## src/lcd_address_window_writer_core_macros.svh

```systemverilog
// Assertion helpers for the RTL of the address window writer.
`ifndef LCD_ADDRESS_WINDOW_WRITER_CORE_MACROS_SVH
`define LCD_ADDRESS_WINDOW_WRITER_CORE_MACROS_SVH

// Same-cycle implication, checked on every rising clock edge outside reset.
`define LAWC_ASSERT_NOW(label, ante, cons, msg) \
	label: assert property (@(posedge clk) disable iff (!arst_n) (ante) |-> (cons)) \
		else $error(msg);

// Next-cycle implication, checked on every rising clock edge outside reset.
`define LAWC_ASSERT_NEXT(label, ante, cons, msg) \
	label: assert property (@(posedge clk) disable iff (!arst_n) (ante) |=> (cons)) \
		else $error(msg);

`endif

```

## src/lawc_pkg.sv

```systemverilog
package lawc_pkg;

	// Panel geometry.
	localparam int PANEL_COLUMNS = 240;
	localparam int PANEL_ROWS    = 320;

	localparam int COL_W   = $clog2(PANEL_COLUMNS);
	localparam int ROW_W   = $clog2(PANEL_ROWS);
	localparam int COLOR_W = 16;
	localparam int BUS_W   = 16;
	localparam int CODE_W  = 8;
	localparam int CFG_INDEX_W = 2;

	// Result item packing: column, row, color from the lowest bit up.
	localparam int OUT_BITS    = COL_W + ROW_W + COLOR_W;
	localparam int OUT_TDATA_W = ((OUT_BITS + 7) / 8) * 8;

	// Default command codes.
	localparam logic [CODE_W-1:0] DEF_COLUMN_SET_CODE   = 8'h2A;
	localparam logic [CODE_W-1:0] DEF_ROW_SET_CODE      = 8'h2B;
	localparam logic [CODE_W-1:0] DEF_MEMORY_WRITE_CODE = 8'h2C;
	localparam logic [CODE_W-1:0] NO_COMMAND            = 8'h00;

	// Configuration register indexes.
	typedef enum logic [CFG_INDEX_W-1:0] {
		REG_COLUMN_SET   = 2'd0,
		REG_ROW_SET      = 2'd1,
		REG_MEMORY_WRITE = 2'd2
	} cfg_reg_t;

	// Parameter byte position within a window command.
	localparam int PARAM_CNT_W = 3;
	localparam logic [PARAM_CNT_W-1:0] PARAM_START_HI = 3'd0;
	localparam logic [PARAM_CNT_W-1:0] PARAM_START_LO = 3'd1;
	localparam logic [PARAM_CNT_W-1:0] PARAM_END_HI   = 3'd2;
	localparam logic [PARAM_CNT_W-1:0] PARAM_END_LO   = 3'd3;
	localparam logic [PARAM_CNT_W-1:0] PARAM_DONE     = 3'd4;

	// Input item kind carried on tuser.
	localparam logic MODE_COMMAND = 1'b0;
	localparam logic MODE_DATA    = 1'b1;

endpackage

```

## src/lcd_address_window_writer_core.sv

```systemverilog
// Panel side of a 16-bit command/data bus with a column/row address window. Input items carry
// the command/data flag on s_axis_tuser and the bus word on s_axis_tdata. A command item
// selects the active command from its low byte; the column-set and row-set commands then take
// four parameter bytes (start high, start low, end high, end low), each value clamped to the
// panel, the start taking effect on its second byte and the end on its fourth. The
// memory-write command moves the cursor to the window start, and every following data item
// becomes one result item: the pixel's column, row and color on m_axis_tdata, with
// m_axis_tlast set on the window's last pixel (end column and end row). The cursor advances
// column first and wraps inside the window. Other commands and their parameters produce no
// result. The block takes one item every clock cycle: all decoding and the cursor step are a
// single compare-and-increment from the state registers into one output register, and that
// register is refilled in the same cycle it is taken, so the only stall comes from the
// downstream side holding m_axis_tready low. Command codes must be written through the cfg port
// while the block is idle; the block itself does not enforce this.
`include "lcd_address_window_writer_core_macros.svh"

module lcd_address_window_writer_core (
	input  logic                                clk,
	input  logic                                arst_n,
	// Configuration write port
	input  logic                                cfg_we,
	input  logic [lawc_pkg::CFG_INDEX_W-1:0]    cfg_index,
	input  logic [lawc_pkg::CODE_W-1:0]         cfg_data,
	// Input items
	input  logic                                s_axis_tvalid,
	output logic                                s_axis_tready,
	input  logic [lawc_pkg::BUS_W-1:0]          s_axis_tdata,  // bus_value
	input  logic                                s_axis_tuser,  // mode
	// Result items
	output logic                                m_axis_tvalid,
	input  logic                                m_axis_tready,
	output logic [lawc_pkg::OUT_TDATA_W-1:0]    m_axis_tdata,  // pixel_column, pixel_row,
	                                                           // pixel_color, zero fill
	output logic                                m_axis_tlast   // window_done
);
	import lawc_pkg::*;

	// Command code registers.
	logic [CODE_W-1:0] column_set_code_q;
	logic [CODE_W-1:0] row_set_code_q;
	logic [CODE_W-1:0] memory_write_code_q;

	// Decoder and window state.
	logic [CODE_W-1:0]      active_cmd_q;
	logic [PARAM_CNT_W-1:0] param_cnt_q;
	logic [7:0]             held_byte_q;
	logic [COL_W-1:0]       col_start_q;
	logic [COL_W-1:0]       col_end_q;
	logic [ROW_W-1:0]       row_start_q;
	logic [ROW_W-1:0]       row_end_q;
	logic [COL_W-1:0]       cursor_col_q;
	logic [ROW_W-1:0]       cursor_row_q;
	logic                   writing_q;

	// Output register.
	logic                   out_valid_q;
	logic [OUT_BITS-1:0]    out_data_q;
	logic                   out_last_q;

	logic              in_acc;
	logic              load_out;
	logic [7:0]        low_byte;
	logic              is_mem_write;
	logic              col_cmd_active;
	logic              row_cmd_active;
	logic [15:0]       param_value;
	logic [COL_W-1:0]  param_col;
	logic [ROW_W-1:0]  param_row;
	logic              col_last;
	logic              row_last;

	// The output register can take a new result whenever it is empty or being drained.
	assign s_axis_tready = !out_valid_q || m_axis_tready;
	assign in_acc        = s_axis_tvalid && s_axis_tready;
	assign load_out      = in_acc && (s_axis_tuser == MODE_DATA) && writing_q;

	assign low_byte = s_axis_tdata[7:0];

	// On colliding codes the column-set match wins, then row-set, then memory-write.
	assign is_mem_write = (low_byte != column_set_code_q) && (low_byte != row_set_code_q)
		&& (low_byte == memory_write_code_q);
	assign col_cmd_active = (active_cmd_q == column_set_code_q);
	assign row_cmd_active = !col_cmd_active && (active_cmd_q == row_set_code_q);

	// A full 16-bit start or end value, clamped to the last column or row.
	assign param_value = {held_byte_q, low_byte};
	assign param_col = (param_value > 16'(PANEL_COLUMNS - 1)) ? COL_W'(PANEL_COLUMNS - 1)
		: param_value[COL_W-1:0];
	assign param_row = (param_value > 16'(PANEL_ROWS - 1)) ? ROW_W'(PANEL_ROWS - 1)
		: param_value[ROW_W-1:0];

	// Greater-or-equal so that a start past the end wraps at once on that axis.
	assign col_last = (cursor_col_q >= col_end_q);
	assign row_last = (cursor_row_q >= row_end_q);

	always_ff @(posedge clk or negedge arst_n) begin
		if (!arst_n) begin
			column_set_code_q   <= DEF_COLUMN_SET_CODE;
			row_set_code_q      <= DEF_ROW_SET_CODE;
			memory_write_code_q <= DEF_MEMORY_WRITE_CODE;
		end else if (cfg_we) begin
			unique case (cfg_reg_t'(cfg_index))
				REG_COLUMN_SET:   column_set_code_q   <= cfg_data;
				REG_ROW_SET:      row_set_code_q      <= cfg_data;
				REG_MEMORY_WRITE: memory_write_code_q <= cfg_data;
				default: ;
			endcase
		end
	end

	always_ff @(posedge clk or negedge arst_n) begin
		if (!arst_n) begin
			active_cmd_q <= NO_COMMAND;
			param_cnt_q  <= PARAM_START_HI;
			held_byte_q  <= '0;
			col_start_q  <= '0;
			col_end_q    <= COL_W'(PANEL_COLUMNS - 1);
			row_start_q  <= '0;
			row_end_q    <= ROW_W'(PANEL_ROWS - 1);
			cursor_col_q <= '0;
			cursor_row_q <= '0;
			writing_q    <= 1'b0;
		end else if (in_acc) begin
			if (s_axis_tuser == MODE_COMMAND) begin
				active_cmd_q <= low_byte;
				param_cnt_q  <= PARAM_START_HI;
				writing_q    <= is_mem_write;
				if (is_mem_write) begin
					cursor_col_q <= col_start_q;
					cursor_row_q <= row_start_q;
				end
			end else if (writing_q) begin
				if (col_last) begin
					cursor_col_q <= col_start_q;
					cursor_row_q <= row_last ? row_start_q : cursor_row_q + 1'b1;
				end else begin
					cursor_col_q <= cursor_col_q + 1'b1;
				end
			end else if (col_cmd_active || row_cmd_active) begin
				unique case (param_cnt_q)
					PARAM_START_HI, PARAM_END_HI: held_byte_q <= low_byte;
					PARAM_START_LO: begin
						if (col_cmd_active) col_start_q <= param_col;
						else                row_start_q <= param_row;
					end
					PARAM_END_LO: begin
						if (col_cmd_active) col_end_q <= param_col;
						else                row_end_q <= param_row;
					end
					default: ;
				endcase
				// Bytes after the fourth are ignored; the count stops there.
				if (param_cnt_q < PARAM_DONE)
					param_cnt_q <= param_cnt_q + 1'b1;
			end
		end
	end

	always_ff @(posedge clk or negedge arst_n) begin
		if (!arst_n) begin
			out_valid_q <= 1'b0;
		end else if (load_out) begin
			out_valid_q <= 1'b1;
		end else if (m_axis_tready) begin
			out_valid_q <= 1'b0;
		end
	end

	always_ff @(posedge clk) begin
		if (load_out) begin
			out_data_q <= {s_axis_tdata, cursor_row_q, cursor_col_q};
			out_last_q <= col_last && row_last;
		end
	end

	assign m_axis_tvalid = out_valid_q;
	assign m_axis_tdata  = OUT_TDATA_W'(out_data_q);
	assign m_axis_tlast  = out_last_q;

	`LAWC_ASSERT_NEXT(a_cmd_no_result,
		in_acc && (s_axis_tuser == MODE_COMMAND),
		m_axis_tvalid == $past(m_axis_tvalid && !m_axis_tready),
		"command item produced a result")
	`LAWC_ASSERT_NOW(a_window_in_panel,
		1'b1,
		(col_end_q <= COL_W'(PANEL_COLUMNS - 1)) && (row_end_q <= ROW_W'(PANEL_ROWS - 1))
		&& (col_start_q <= COL_W'(PANEL_COLUMNS - 1))
		&& (row_start_q <= ROW_W'(PANEL_ROWS - 1)),
		"window bound beyond panel")
	`LAWC_ASSERT_NOW(a_cursor_in_panel,
		writing_q,
		(cursor_col_q <= COL_W'(PANEL_COLUMNS - 1)) && (cursor_row_q <= ROW_W'(PANEL_ROWS - 1)),
		"cursor beyond panel")
	`LAWC_ASSERT_NOW(a_param_cnt_range,
		1'b1,
		param_cnt_q <= PARAM_DONE,
		"parameter count out of range")

endmodule
```

## config.mk

```make
export PLATFORM = sky130hd
export DESIGN_NAME = lcd_address_window_writer_core
export DESIGN_NICKNAME = d
export VERILOG_FILES = /design/src/lawc_pkg.sv /design/src/lcd_address_window_writer_core.sv
export VERILOG_INCLUDE_DIRS = /design/src /design/src/src
export SDC_FILE = /design/constraint.sdc
export NUM_CORES = 1
export LEC_CHECK = 0
export BUFFER_PORTS_ARGS = -buffer_cell sky130_fd_sc_hd__buf_4
export CAP_MARGIN = 20
export CORE_AREA = 8 8 144 146
export DETAILED_ROUTE_END_ITERATION = 12
export DIE_AREA = 0 0 152 154
export MAX_ROUTING_LAYER = met4
export PLACE_DENSITY_LB_ADDON = 0.25
export SLEW_MARGIN = 20
export SYNTH_ARGS = -nofsm -noshare
export SYNTH_HDL_FRONTEND = slang
export SYNTH_SLANG_ARGS = --single-unit
```

## constraint.sdc

```tcl
create_clock -name clk -period 2.45 [get_ports clk]
set_clock_uncertainty 0.2 [all_clocks]
set_input_delay 0.3675 -clock clk [delete_from_list [all_inputs] [get_ports clk]]
set_output_delay 0.3675 -clock clk [all_outputs]
set_load 0.05 [all_outputs]
```

; Word-level counts from Yosys, hierarchy flattened
; Index checks and enable logic that the tools add are counted.
[word_totals]
ff_bits = 130
latch_bits = 0
ramBits = 0
romBits = 0
mem_count = 0
[op_classes]
n_addsub = 3
n_mul = 0
n_div = 0
magnitude_cmp = 5
n_eq_ne = 15
shift = 0
muxes = 17
bitwise_logic = 3
n_reduce_logical = 28
[ops]
columns = op, count
row1 = $mux 9, 6
row2 = $mux 8, 5
row3 = $eq 8x8->1, 3
row4 = $reduce_and 6->1, 4
row5 = $gt 16x8->1 const B, 1
row6 = $gt 16x9->1 const B, 1
row7 = $ne 8x8->1, 2
row8 = $mux 3, 4
row9 = $add 9x1->9 const B, 1
row10 = $ge 9x9->1, 1
row11 = $add 8x1->8 const B, 1
row12 = $ge 8x8->1, 1
row13 = $ne 2x1->1 const B, 4
row14 = $reduce_and 2->1, 4
row15 = $reduce_and 4->1, 2
row16 = $logic_and 1x1->1, 7
row17 = $eq 3x2->1 const B, 2
row18 = $reduce_and 5->1, 1
row19 = $reduce_bool 2->1, 2
row20 = $add 3x1->3 const B, 1
row21 = $eq 3x1->1 const B, 1
row22 = $logic_not 3->1, 1
row23 = $lt 3x3->1 const B, 1
row24 = $not 1->1, 3
row25 = 9 further kinds, 12

; Longest topological paths before layout
; Gate-level depths: netlist of the first run.
[logic_depth]
depth_word = 7
depth_mapped = 10
mapped_depth_nobuf = 8

; Least setup slack after synthesis of the first run
; No wires, ideal clock.
[synth_path]
path_kind = register to register
from = register out_valid_q (netlist: m_axis_tvalid)
to = register cursor_row_q[7]
setup_ns = 0.144
arrival_time_ns = 2.289
t_required_ns = 2.106
path_slack_ns = -0.183
path_stages_with_launch = 7
path_buffers = 0
period_less_slack_ns = 2.633
path_cell_list = dfrtp_1 > nand2b_4 > nand3_4 > or4_4 > o31a_1 > nor2_2 > a22oi_1
[synth_via]
elab_chain_len = 4
[synth_rtl]
columns = item, line_no
row1 = start: declaration, lcd_address_window_writer_core.sv:56  ; logic out_valid_q;
row2 = start signal: assignment, lcd_address_window_writer_core.sv:161  ; out_valid_q <= 1'b0;
row3 = start signal: assignment, lcd_address_window_writer_core.sv:163  ; out_valid_q <= 1'b1;
row4 = start signal: assignment, lcd_address_window_writer_core.sv:165  ; out_valid_q <= 1'b0;
row5 = $logic_not 1->1, lcd_address_window_writer_core.sv:73  ; assign s_axis_tready = !out_valid_q || m_axis_tready;
row6 = $logic_or 1x1->1, lcd_address_window_writer_core.sv:73
row7 = net s_axis_tready, lcd_address_window_writer_core.sv:26  ; output logic s_axis_tready,
row8 = $logic_and 1x1->1, lcd_address_window_writer_core.sv:74  ; assign in_acc = s_axis_tvalid && s_axis_tready;
row9 = $reduce_and 4->1 (no source line), -
row10 = end signal: assignment, lcd_address_window_writer_core.sv:130  ; cursor_row_q <= row_start_q;
row11 = end signal: assignment, lcd_address_window_writer_core.sv:135  ; cursor_row_q <= row_last ? row_start_q : cursor_row_q + 1'b1;
row12 = end: declaration, lcd_address_window_writer_core.sv:52  ; logic [ROW_W-1:0] cursor_row_q;
; The timed path passes the listed nets, and every way through them passes these cells.
; A chain may end at the register's enable or synchronous reset.

; Worst setup path in the final report of the first run
[layout_path]
from = register held_byte_q[4]
to = register col_start_q[0]
[layout_via]
elab_chain_len = 2
[layout_rtl]
columns = item, line_no
row1 = start: declaration, lcd_address_window_writer_core.sv:46  ; logic [7:0] held_byte_q;
row2 = start signal: assignment, lcd_address_window_writer_core.sv:141  ; PARAM_START_HI, PARAM_END_HI: held_byte_q <= low_byte;
row3 = $gt 16x8->1, lcd_address_window_writer_core.sv:87  ; assign param_col = (param_value > 16'(PANEL_COLUMNS - 1)) ? COL_W'(PANEL_COLUMNS - 1)
row4 = $mux 8, lcd_address_window_writer_core.sv:87
row5 = end signal: assignment, lcd_address_window_writer_core.sv:143  ; if (col_cmd_active) col_start_q <= param_col;
row6 = end: declaration, lcd_address_window_writer_core.sv:47  ; logic [COL_W-1:0] col_start_q;
; No other way between the ends.

==> results of run 1 <==
==> per-layer routing <==
layer | wire length (um) | GRT usage
met4 | 388 | 0.0590
met5 | 0 | -
met1 | 6990 | 0.162
met3 | 666 | 0.0415
met2 | 7490 | 0.228
==> area by class of cell <==
cell class                      instances  share of cell area
Clock inverter                         11              0.0164
Tap cell                              234              0.0345
Multi-Input combinational cell        344               0.333
Timing Repair Buffer                  148               0.143
Inverter                               29              0.0134
Sequential cell                       130               0.408
Clock buffer                           21              0.0520
==> timing repair <==
item	in CTS	in global routing
buffers inserted	1	3
gates resized for setup	7	39
hold endpoints to repair	102	0
hold buffers	16	0
setup endpoints to repair	18	33
pin swaps	5	9
==> stage by stage <==
stage	worst slack, ns	utilization	setup TNS, ns	area, sq um
after global routing	-0.0377	0.459	-0.0882	8480
final	0.0462	0.459	0	8480
after global placement	-0.290	0.407	-3.44	7510
after CTS	0.0132	0.448	0	8280
after floorplan	0.00508	-	0	6380
after detailed placement	-0.297	0.407	-3.81	7510
==> registers in the layout, summed over array words and instances (netlist names), 3 cells and up <==
signal / flops
active_cmd_q: 8
param_cnt_q: 3
row_end_q: 9
held_byte_q: 8
col_start_q: 8
column_set_code_q: 8
cursor_row_q: 9
col_end_q: 8
cursor_col_q: 8
row_set_code_q: 8
memory_write_code_q: 8
row_start_q: 9
out_data_q: 33
==> where the power goes <==
| group | internal (mW) | switching [mW] |
|---|---|---|
| clock | 1.59 | 0.925 |
| sequential | 2.47 | 0.184 |
| combinational | 0.776 | 0.739 |
| total | 4.84 | 1.85 |
==> cell usage after synthesis, drive strengths merged, types with 2 or more instances <==
| library cell | n | area [sq um] |
|---|---|---|
| or3 | 4 | 25.0 |
| nand4 | 18 | 113 |
| a31oi | 2 | 12.5 |
| nand3 | 11 | 67.6 |
| o22ai | 2 | 12.5 |
| edfxtp | 34 | 1020 |
| or2 | 9 | 56.3 |
| a211oi | 6 | 55.1 |
| nor2b | 2 | 12.5 |
| and3 | 4 | 25.0 |
| a2bb2oi | 5 | 56.3 |
| dfstp | 24 | 631 |
| nand2 | 31 | 119 |
| dfrtp | 72 | 1800 |
| mux2i | 16 | 160 |
| clkbuf | 7 | 26.3 |
| mux2 | 55 | 619 |
| nand3b | 2 | 15.0 |
| nor2 | 24 | 100 |
| o21ai | 29 | 145 |
| inv | 28 | 105 |
| o31ai | 2 | 20.0 |
| a21oi | 16 | 80.1 |
| buf | 20 | 129 |
| nand2b | 3 | 26.3 |
| ha | 24 | 300 |
| and2 | 4 | 25.0 |
| or4 | 3 | 30.0 |
| nor3 | 5 | 30.0 |
| o211ai | 3 | 22.5 |
| a22oi | 4 | 30.0 |
| xor2 | 10 | 87.6 |
| xnor2 | 30 | 263 |
| nor4 | 3 | 25.0 |
| o2bb2ai | 3 | 26.3 |
==> critical path: cells and delay by family, from the launching register on <==
kind                   cells  cell delay, ns
buffers and inverters      1            0.14
muxes                      1            0.26
DFF                        1            0.37
and+or+nand+nor            5            1.31
==> logic make-up after synthesis <==
logic type / after synthesis
flip-flops: 130
AND/OR/NAND/NOR: 126
AO/OA/AOI/OAI: 76
multiplexers: 71
buffers and inverters: 56
XOR/XNOR: 40
adder cells (fa/ha/maj): 24
other: 1
==> worst paths after layout <==
| check | from | to | slack [ns] | depth (start not counted) |
|---|---|---|---|---|
| hold reg to reg | held_byte_q[4] | held_byte_q[4] | 0.30 | 1 |
| setup reg to reg | held_byte_q[4] | col_start_q[0] | 0.05 | 7 |
| max in group asynchronous | arst_n | memory_write_code_q[5] | 1.26 | 3 |
| hold / removal | cfg_data[7] | row_set_code_q[7] | 0.03 | 2 |
| min in group asynchronous | arst_n | column_set_code_q[2] | 0.13 | 2 |
| setup / recovery | held_byte_q[4] | col_start_q[0] | 0.05 | 7 |
==> out/results.txt, run 1 <==
Multi-input gate area -> 0.00282 sq mm
worst hold margin -> 0.0268 ns
Fillers -> 1,694
Clock Latency Late Sink -> 0.43 ns
Post-Synth Adder-Cell Area -> 0.0473
Core Region -> 0.0185 sq mm
CP peak stage delay -> 0.52 ns
Post-Synthesis Cells -> 524
Sink Count -> 130
EDFF count, synth -> 34
Final Hold Vio Count -> 0
maximum clock insertion buffer count -> 2
DRT Wirelength -> 15,500 um
crit share post-route -> 0.981
Die ar. -> 0.0234 sq mm
H-Tree Depth -> 4
synthesized flop and latch total -> 130
Yosys warning count -> 0
row count -> 50
syn_area_per_cell -> 12.1 sq um
Peak VDD IR -> 651 uV
main combinational cell family by area after synthesis -> multiplexers
Synth Area in XOR/XNOR -> 0.0552
CTS tree -> yes
most frequent cells in the layout -> 122 x buf_4, 71 x dfrtp_1, 54 x mux2_2
clock transition at the registers of the reported paths -> 0.06 ns
Initial Utilization -> 0.344
die extent in y -> 154 um
worst endpoint required time -> 2.55 ns
drt drc -> 0
post-synthesis mux area share -> 0.123
final number of setup-violating endpoints -> 0
PD cells -> 789 mW/mm^2
initial antenna violation count -> 0
number of CTS-inserted buffers -> 17
Arr. time, crit path -> 2.51 ns
layout cell share with drive strength beyond 1 -> 0.413
CP Class -> register to register
Simple-Gate Fraction of Synth Area -> 0.109
gpl congestion -> 0.848
crit path capture type -> register
Iter 0 DRT Violations -> 153
Slowest cell on crit path -> or4_1
DP Cell Count -> 865
fin nets -> 726
leakage power figure -> 3.69 nW
unique cell type count in the Yosys netlist -> 59
largest net degree at the start of global routing -> 56
Post-Syn Area -> 0.00635 sq mm
Die X -> 152 um
worst path cell trace -> or4_1 > or4_4 > buf_6 > nor2_4 > nand2_2 > or2_1 > mux2_4
Synth Area in Compound Gates -> 0.0790
Main synth FF type -> dfrtp_1
Min-Delay Path Class -> input port to register
vias per inst -> 4.87
wire length per cell -> 16.9 um
DP Wirelength -> 11,600 um
Root Driver -> clkbuf_16
Tot Pwr -> 6.69 mW
area grow syn2layout -> 33.4%
Vias -> 4,470
Critical Path Source Type -> register
crit-path max FO -> 4
RSZ-0062 raised after global routing -> true
commonest non-fill, non-tap cell in the layout -> buf_4
I/O pins -> 75
first-pass GRT wire length -> 25,300 um
DR pass1 iterations -> 4
antenna cells -> 0
run status -> finished, final reports clean
sequential share of the synthesized area -> 0.544
I/O Buffers -> 67
Period minus WS final -> 2.40 ns
maximum clock frequency -> 0.416 GHz
gr ovfl total -> 0
FF+latch area -> 0.00345 sq mm
Post-Layout Cell Count -> 917
maxcap violations -> 0
Final ANT Viol Nets -> 0
Max Slew Vio Count -> 0
async set-reset flop share out of synthesis -> 0.738
Tot GR Track Use -> 0.141
vias in the first global route -> 4,764
Power figures use the tool's default switching activity.
==> inputs of run 2 (changes only) <==
- ABC_AREA: default -> 1
- CORE_AREA: 8 8 144 146 -> 8 8 147 149
- DIE_AREA: 0 0 152 154 -> 0 0 155 157
==> run 2 against run 1 <==
Effect of this change: first-iteration DRC count grew 33%; non-clock buffer count shrank 59; register-to-register slack gained 0.21 ns; clock power is essentially flat; sequential power is essentially flat; count of clock-buffer cells in the layout shrank 3; via count grew 7.3%; setup slack gained 0.21 ns; combinational power shrank 13%; largest cell class unchanged; highest routed layer unchanged.
==> out/results.txt, run 2 <==
vias per inst -> 4.31
crit path capture type -> register
Period minus WS final -> 2.20 ns
Clock Latency Late Sink -> 0.42 ns
Sw Share -> 0.313
Arr. time, crit path -> 2.31 ns
reg2reg start -> row_end_q[8]
die extent in y -> 157 um
row count -> 51
run status -> finished, final reports clean
commonest cells in the netlist -> 215 x nand2_1, 82 x inv_1, 72 x dfrtp_1, 52 x o21ai_1, 50 x nor2_1
Post-Synthesis Cells -> 747
Critical Path Source Type -> register
Die X -> 155 um
setup TNS -> 0 ns
synthesized flop and latch total -> 130
Vias -> 4,796
Die ar. -> 0.0243 sq mm
placed inst area -> 0.00740 sq mm
DR pass1 iterations -> 5
synth top area cells -> dfrtp_1 27%, edfxtp_1 15%, nand2_1 12%, dfstp_2 9.6%, inv_1 4.7%
crit-path max FO -> 9
syn_area_per_cell -> 8.83 sq um
Post-Syn Area -> 0.00660 sq mm
Fillers -> 1,910
clock power share -> 0.389
Min-Delay Path Class -> input port to register
commonest non-fill, non-tap cell in the layout -> nand2_1
antenna cells -> 0
Post-Layout Cell Count -> 1,112
Reg power frac -> 0.408
sequential share of the synthesized area -> 0.524
H-Tree Depth -> 4
Multi-input gate area -> 0.00265 sq mm
area leader, netlist -> dfrtp_1
Combinational Power Share -> 0.202
unique cell type count in the Yosys netlist -> 37
most numerous cell in the Yosys netlist -> nand2_1
fin nets -> 890
capture point of the worst reg-to-reg path -> cursor_row_q[3]
Hold Crit Start -> cfg_data[1]
Synth top area share -> 0.273
worst endpoint required time -> 2.56 ns
FF+latch area -> 0.00345 sq mm
cells on worst reg2reg path -> 14
Reg with most FFs -> out_data_q
maxcap violations -> 0
Final ANT Viol Nets -> 0
worst path cell trace -> inv_1 > ha_1 > nand2_1 > inv_2 > nand2_1 > nand2_1 > inv_1 > nand3b_1 > nand2_1 > nand3_1 > nand2_1 > inv_1 > nand2_1 > nand2_1
layout cell share with drive strength beyond 1 -> 0.197
I/O Buffers -> 67
GR Util met2 -> 0.200
most frequent CP cell -> nand2_1
maximum clock insertion buffer count -> 2
Yosys warning count -> 0
leakage power figure -> 3.81 nW
met1 Use GR -> 0.168
Main synth FF type -> dfrtp_1
Tot GR Track Use -> 0.132
async set-reset flop share out of synthesis -> 0.738
area grow syn2layout -> 22.9%
R2R Setup Slk -> 0.25 ns
final number of setup-violating endpoints -> 0
number of CTS-inserted buffers -> 17
gr ovfl total -> 0
wire length per cell -> 12.9 um
vias in the first global route -> 4,866
Initial Utilization -> 0.343
Sink Count -> 130
Max Slew Vio Count -> 0
met3 Track Usage GR -> 0.0384
Int Power -> 4.47 mW
crit share post-route -> 0.897
DP Wirelength -> 10,800 um
Slew headroom -> 0.581
Worst-Margin Slew -> 0.629 ns
initial antenna violation count -> 0
EDFF count, synth -> 34
maximum clock frequency -> 0.455 GHz
Iter 0 DRT Violations -> 204
Slowest cell on crit path -> dfstp_2
max reg flops -> 33
drt drc -> 0
Core Region -> 0.0192 sq mm
Peak VDD IR -> 533 uV
CP Launch Point -> row_end_q[8]
first-pass GRT wire length -> 25,100 um
gpl congestion -> 0.850
CP Class -> register to register
Final Hold Vio Count -> 0
CP peak stage delay -> 0.52 ns
Switch Pwr -> 2.04 mW
Root Driver -> clkbuf_16
grt peak-use layer -> met2
PD cells -> 804 mW/mm^2
I/O pins -> 75
post-route cell area -> 0.00811 sq mm
Core Util, Final -> 0.422
crit path to -> cursor_row_q[3]
largest net degree at the start of global routing -> 47
most frequent cells in the layout -> 215 x nand2_1, 81 x inv_1, 76 x buf_4
clock transition at the registers of the reported paths -> 0.06 ns
DRT Wirelength -> 14,400 um
CTS tree -> yes
DP Cell Count -> 1,068
## run 2: cell types whose count changed after synthesis, moves of 12 or more
cell / before / now
inv_2: 0 / 13
nand3_1: 10 / 40
inv_1: 28 / 82
mux2i_1: 16 / 0
mux2_2: 55 / 0
o21ai_1: 0 / 52
nor2_1: 22 / 50
xor2_1: 10 / 22
nand2_1: 30 / 215
## run 2: final cells by class
| class | count | area share |
|---|---|---|
| clock inverters | 14 | 0.0191 |
| flip-flops and latches | 130 | 0.426 |
| repair buffers | 89 | 0.0889 |
| multi-input cells | 500 | 0.326 |
| inverters | 96 | 0.0444 |
| clock buffers | 18 | 0.0542 |
| well taps | 265 | 0.0409 |
## run 2: metal layers
layer  wire (um)  share of wire
met5           0              0
met4         130         0.0090
met3         723          0.050
met2        6570           0.46
met1        6970           0.48
## run 2: how the worst min path moves through the flow
stage                             endpoint  cells after the start  slack, ns
global route             row_set_code_q[1]                      3      0.008
CTS                      row_set_code_q[1]                      3     0.0001
global placement    memory_write_code_q[1]                      1       0.23
detailed placement    column_set_code_q[0]                      1       0.23
finish                   row_set_code_q[1]                      3       0.02
floorplan                  active_cmd_q[0]                      0      -0.13
## run 2: metrics by stage
step                power [mW]  setup slack [ns]  hold slack [ns]
floorplan                 3.62            0.0642           -0.128
global placement          3.99             0.231            0.233
detailed placement        4.02             0.190            0.233
CTS                       6.60             0.172         0.000143
global route              6.95          -0.00207          0.00797
finish                    6.52             0.253           0.0168
## run 2: timing repair
item / 4_1_cts / 5_1_grt
hold buffers: 11 / 0
resized for setup: 0 / 1
endpoints found under the setup margin: 0 / 4
hold endpoints to repair: 40 / 0
buffers inserted: 0 / 1
## run 2: critical path, delay by kind of cell, from the launching register on
family | cells | cell delay, ns
buffers and inverters | 4 | 0.20
flip-flops | 1 | 0.52
AND/OR/NAND/NOR | 9 | 0.88
adder cells (fa/ha/maj) | 1 | 0.29
## run 2: cells by family after synthesis
logic type,synth area share
AOI/OAI and AO/OA,0.0713
xor gates and xnor gates,0.0584
DFF,0.524
other,0.000569
buffers and inverters,0.0804
and+or+nand+nor,0.220
adders and majority gates,0.0455
## run 2: power groups by stage
stage	Combinational (mW)	Sequential, mW	Clock (mW)
global route	1.57	2.70	2.69
global placement	1.30	2.69	0
detailed placement	1.32	2.70	0
CTS	1.34	2.66	2.60
floorplan	0.975	2.64	0
finish	1.32	2.66	2.54
==> inputs of run 3 (changes only) <==
- BUFFER_PORTS_ARGS: -buffer_cell sky130_fd_sc_hd__buf_4 -> default
- CORE_AREA: 8 8 147 149 -> 8 8 116 118
- DIE_AREA: 0 0 155 157 -> 0 0 124 126
- DONT_BUFFER_PORTS: default -> 1
==> run 3 against run 2 <==
Effect of this change: the flow now finishes with violations (hold timing); via count grew 2.1%; register-to-register slack lost 0.03 ns; critical path depth fell by 3.
==> out/results.txt, run 3 (same netlist as run 2, synthesis figures left out) <==
Iter 0 DRT Violations -> 419
Final ANT Viol Nets -> 0
Sw Share -> 0.297
Vias -> 4,895
gr ovfl total -> 0
Int Power -> 4.48 mW
Max Slew Vio Count -> 0
DP Wirelength -> 9910 um
gpl congestion -> 0.861
number of CTS-inserted buffers -> 17
layout cell share with drive strength beyond 1 -> 0.109
DRT Wirelength -> 14,300 um
largest net degree at the start of global routing -> 97
area grow syn2layout -> 13.8%
RSZ-0062 raised after global routing -> false
I/O Buffers -> 0
I/O pins -> 75
Tot GR Track Use -> 0.198
worst endpoint required time -> 2.61 ns
setup TNS -> 0 ns
clock transition at the registers of the reported paths -> 0.06 ns
Die X -> 124 um
crit-path max FO -> 10
initial antenna violation count -> 0
Final Hold Vio Count -> 96
Slew headroom -> 0.630
Critical Path Source Type -> register
Combinational Power Share -> 0.195
max reg flops -> 33
row count -> 40
Period minus WS final -> 2.23 ns
maximum clock insertion buffer count -> 2
most frequent cells in the layout -> 215 x nand2_1, 82 x inv_1, 71 x dfrtp_1
Reg power frac -> 0.419
failing checks -> hold timing
vias in the first global route -> 4,952
run status -> finished, violations left
commonest non-fill, non-tap cell in the layout -> nand2_1
fin nets -> 831
crit path capture type -> register
maximum clock frequency -> 0.448 GHz
Min-Delay Path Class -> input port to asynchronous set/reset pin
Root Driver -> clkbuf_16
vias per inst -> 5.24
CP Class -> register to register
Clock Latency Late Sink -> 0.42 ns
wire length per cell -> 15.3 um
worst hold margin -> -0.549 ns
cts repair resizes -> 0
Worst-Margin Slew -> 0.554 ns
Arr. time, crit path -> 2.39 ns
Peak VDD IR -> 843 uV
H-Tree Depth -> 4
leakage power figure -> 3.50 nW
Reg with most FFs -> out_data_q
Sink Count -> 130
first-pass GRT wire length -> 23,800 um
total setup buffers inserted after CTS -> 0
Initial Utilization -> 0.563
clock power share -> 0.385
cts hold-fix bufs -> 25
drt drc -> 0
Switch Pwr -> 1.89 mW
PD cells -> 849 mW/mm^2
CTS tree -> yes
maxcap violations -> 0
die extent in y -> 126 um
crit share post-route -> 0.911
Die ar. -> 0.0156 sq mm
DR pass1 iterations -> 5
Core Region -> 0.0117 sq mm
final number of setup-violating endpoints -> 0
antenna cells -> 0
-- run 3: cell count changes in the layout (fill, tap and decap cells not counted), sizes merged --
cell and delta:
dlygate4sd3 +14, clkinvlp +1, clkinv +1, inv -3, bufinv +1, buf -73
-- run 3: metrics by stage --
stage / instance area [sq um] / total power [mW] / instances / setup WS, ns / util
after floorplan: 6630 / 3.62 / 753 / 0.0642 / -
after global placement: 6680 / 3.83 / 878 / 0.291 / 0.571
after detailed placement: 6680 / 3.90 / 878 / 0.215 / 0.571
after CTS: 7510 / 6.41 / 935 / 0.205 / 0.641
after global routing: 7510 / 6.72 / 935 / 0.00684 / 0.641
final: 7510 / 6.37 / 935 / 0.219 / 0.641
-- run 3: power by group through the flow --
stage | combinational, mW | sequential [mW] | clock (mW)
2_1_floorplan | 0.975 | 2.64 | 0
3_3_place_gp | 1.14 | 2.69 | 0
3_5_place_dp | 1.19 | 2.70 | 0
4_1_cts | 1.25 | 2.67 | 2.49
5_1_grt | 1.43 | 2.70 | 2.59
6_report | 1.24 | 2.67 | 2.45
-- run 3: final cells by class --
type | count | area [sq um]
clock buffer | 18 | 429
clock inverter | 14 | 145
fill | 957 | 4200
inverter | 96 | 360
multi-input combinational | 500 | 2650
sequential | 130 | 3450
tap | 147 | 184
timing repair buffer | 30 | 288
-- run 3: worst max-delay path, stage by stage, from the launching register on --
cell and delay, ns:
dfstp_2 0.53, inv_1 0.04, ha_1 0.30, nand2_1 0.12, inv_2 0.05, nand2_1 0.07, nand2_1 0.06, nor2_1 0.11
nand4_1 0.30, o21ai_0 0.27, nand2_1 0.07, nand2_1 0.06
-- run 3: path summary, 6_finish.rpt --
path | start | endpoint | slack (ns) | cells past startpoint
hold reg to reg | col_end_q[6] | col_end_q[6] | 0.27 | 2
setup / recovery | row_end_q[8] | cursor_row_q[0] | 0.22 | 11
hold / removal | arst_n | memory_write_code_q[4] | -0.55 | 0
setup reg to reg | row_end_q[8] | cursor_row_q[0] | 0.22 | 11
max in group asynchronous | arst_n | col_end_q[3] | 2.38 | 0
min in group clk | s_axis_tuser | cursor_row_q[1] | 0.02 | 4
-- run 3: per-layer routing --
layer,GRT usage,up-vias,part of all wire
met5,-,-,0
met4,0.0784,0,0.019
met3,0.0456,21,0.053
met2,0.329,139,0.50
met1,0.226,2310,0.43
li1,-,2425,-
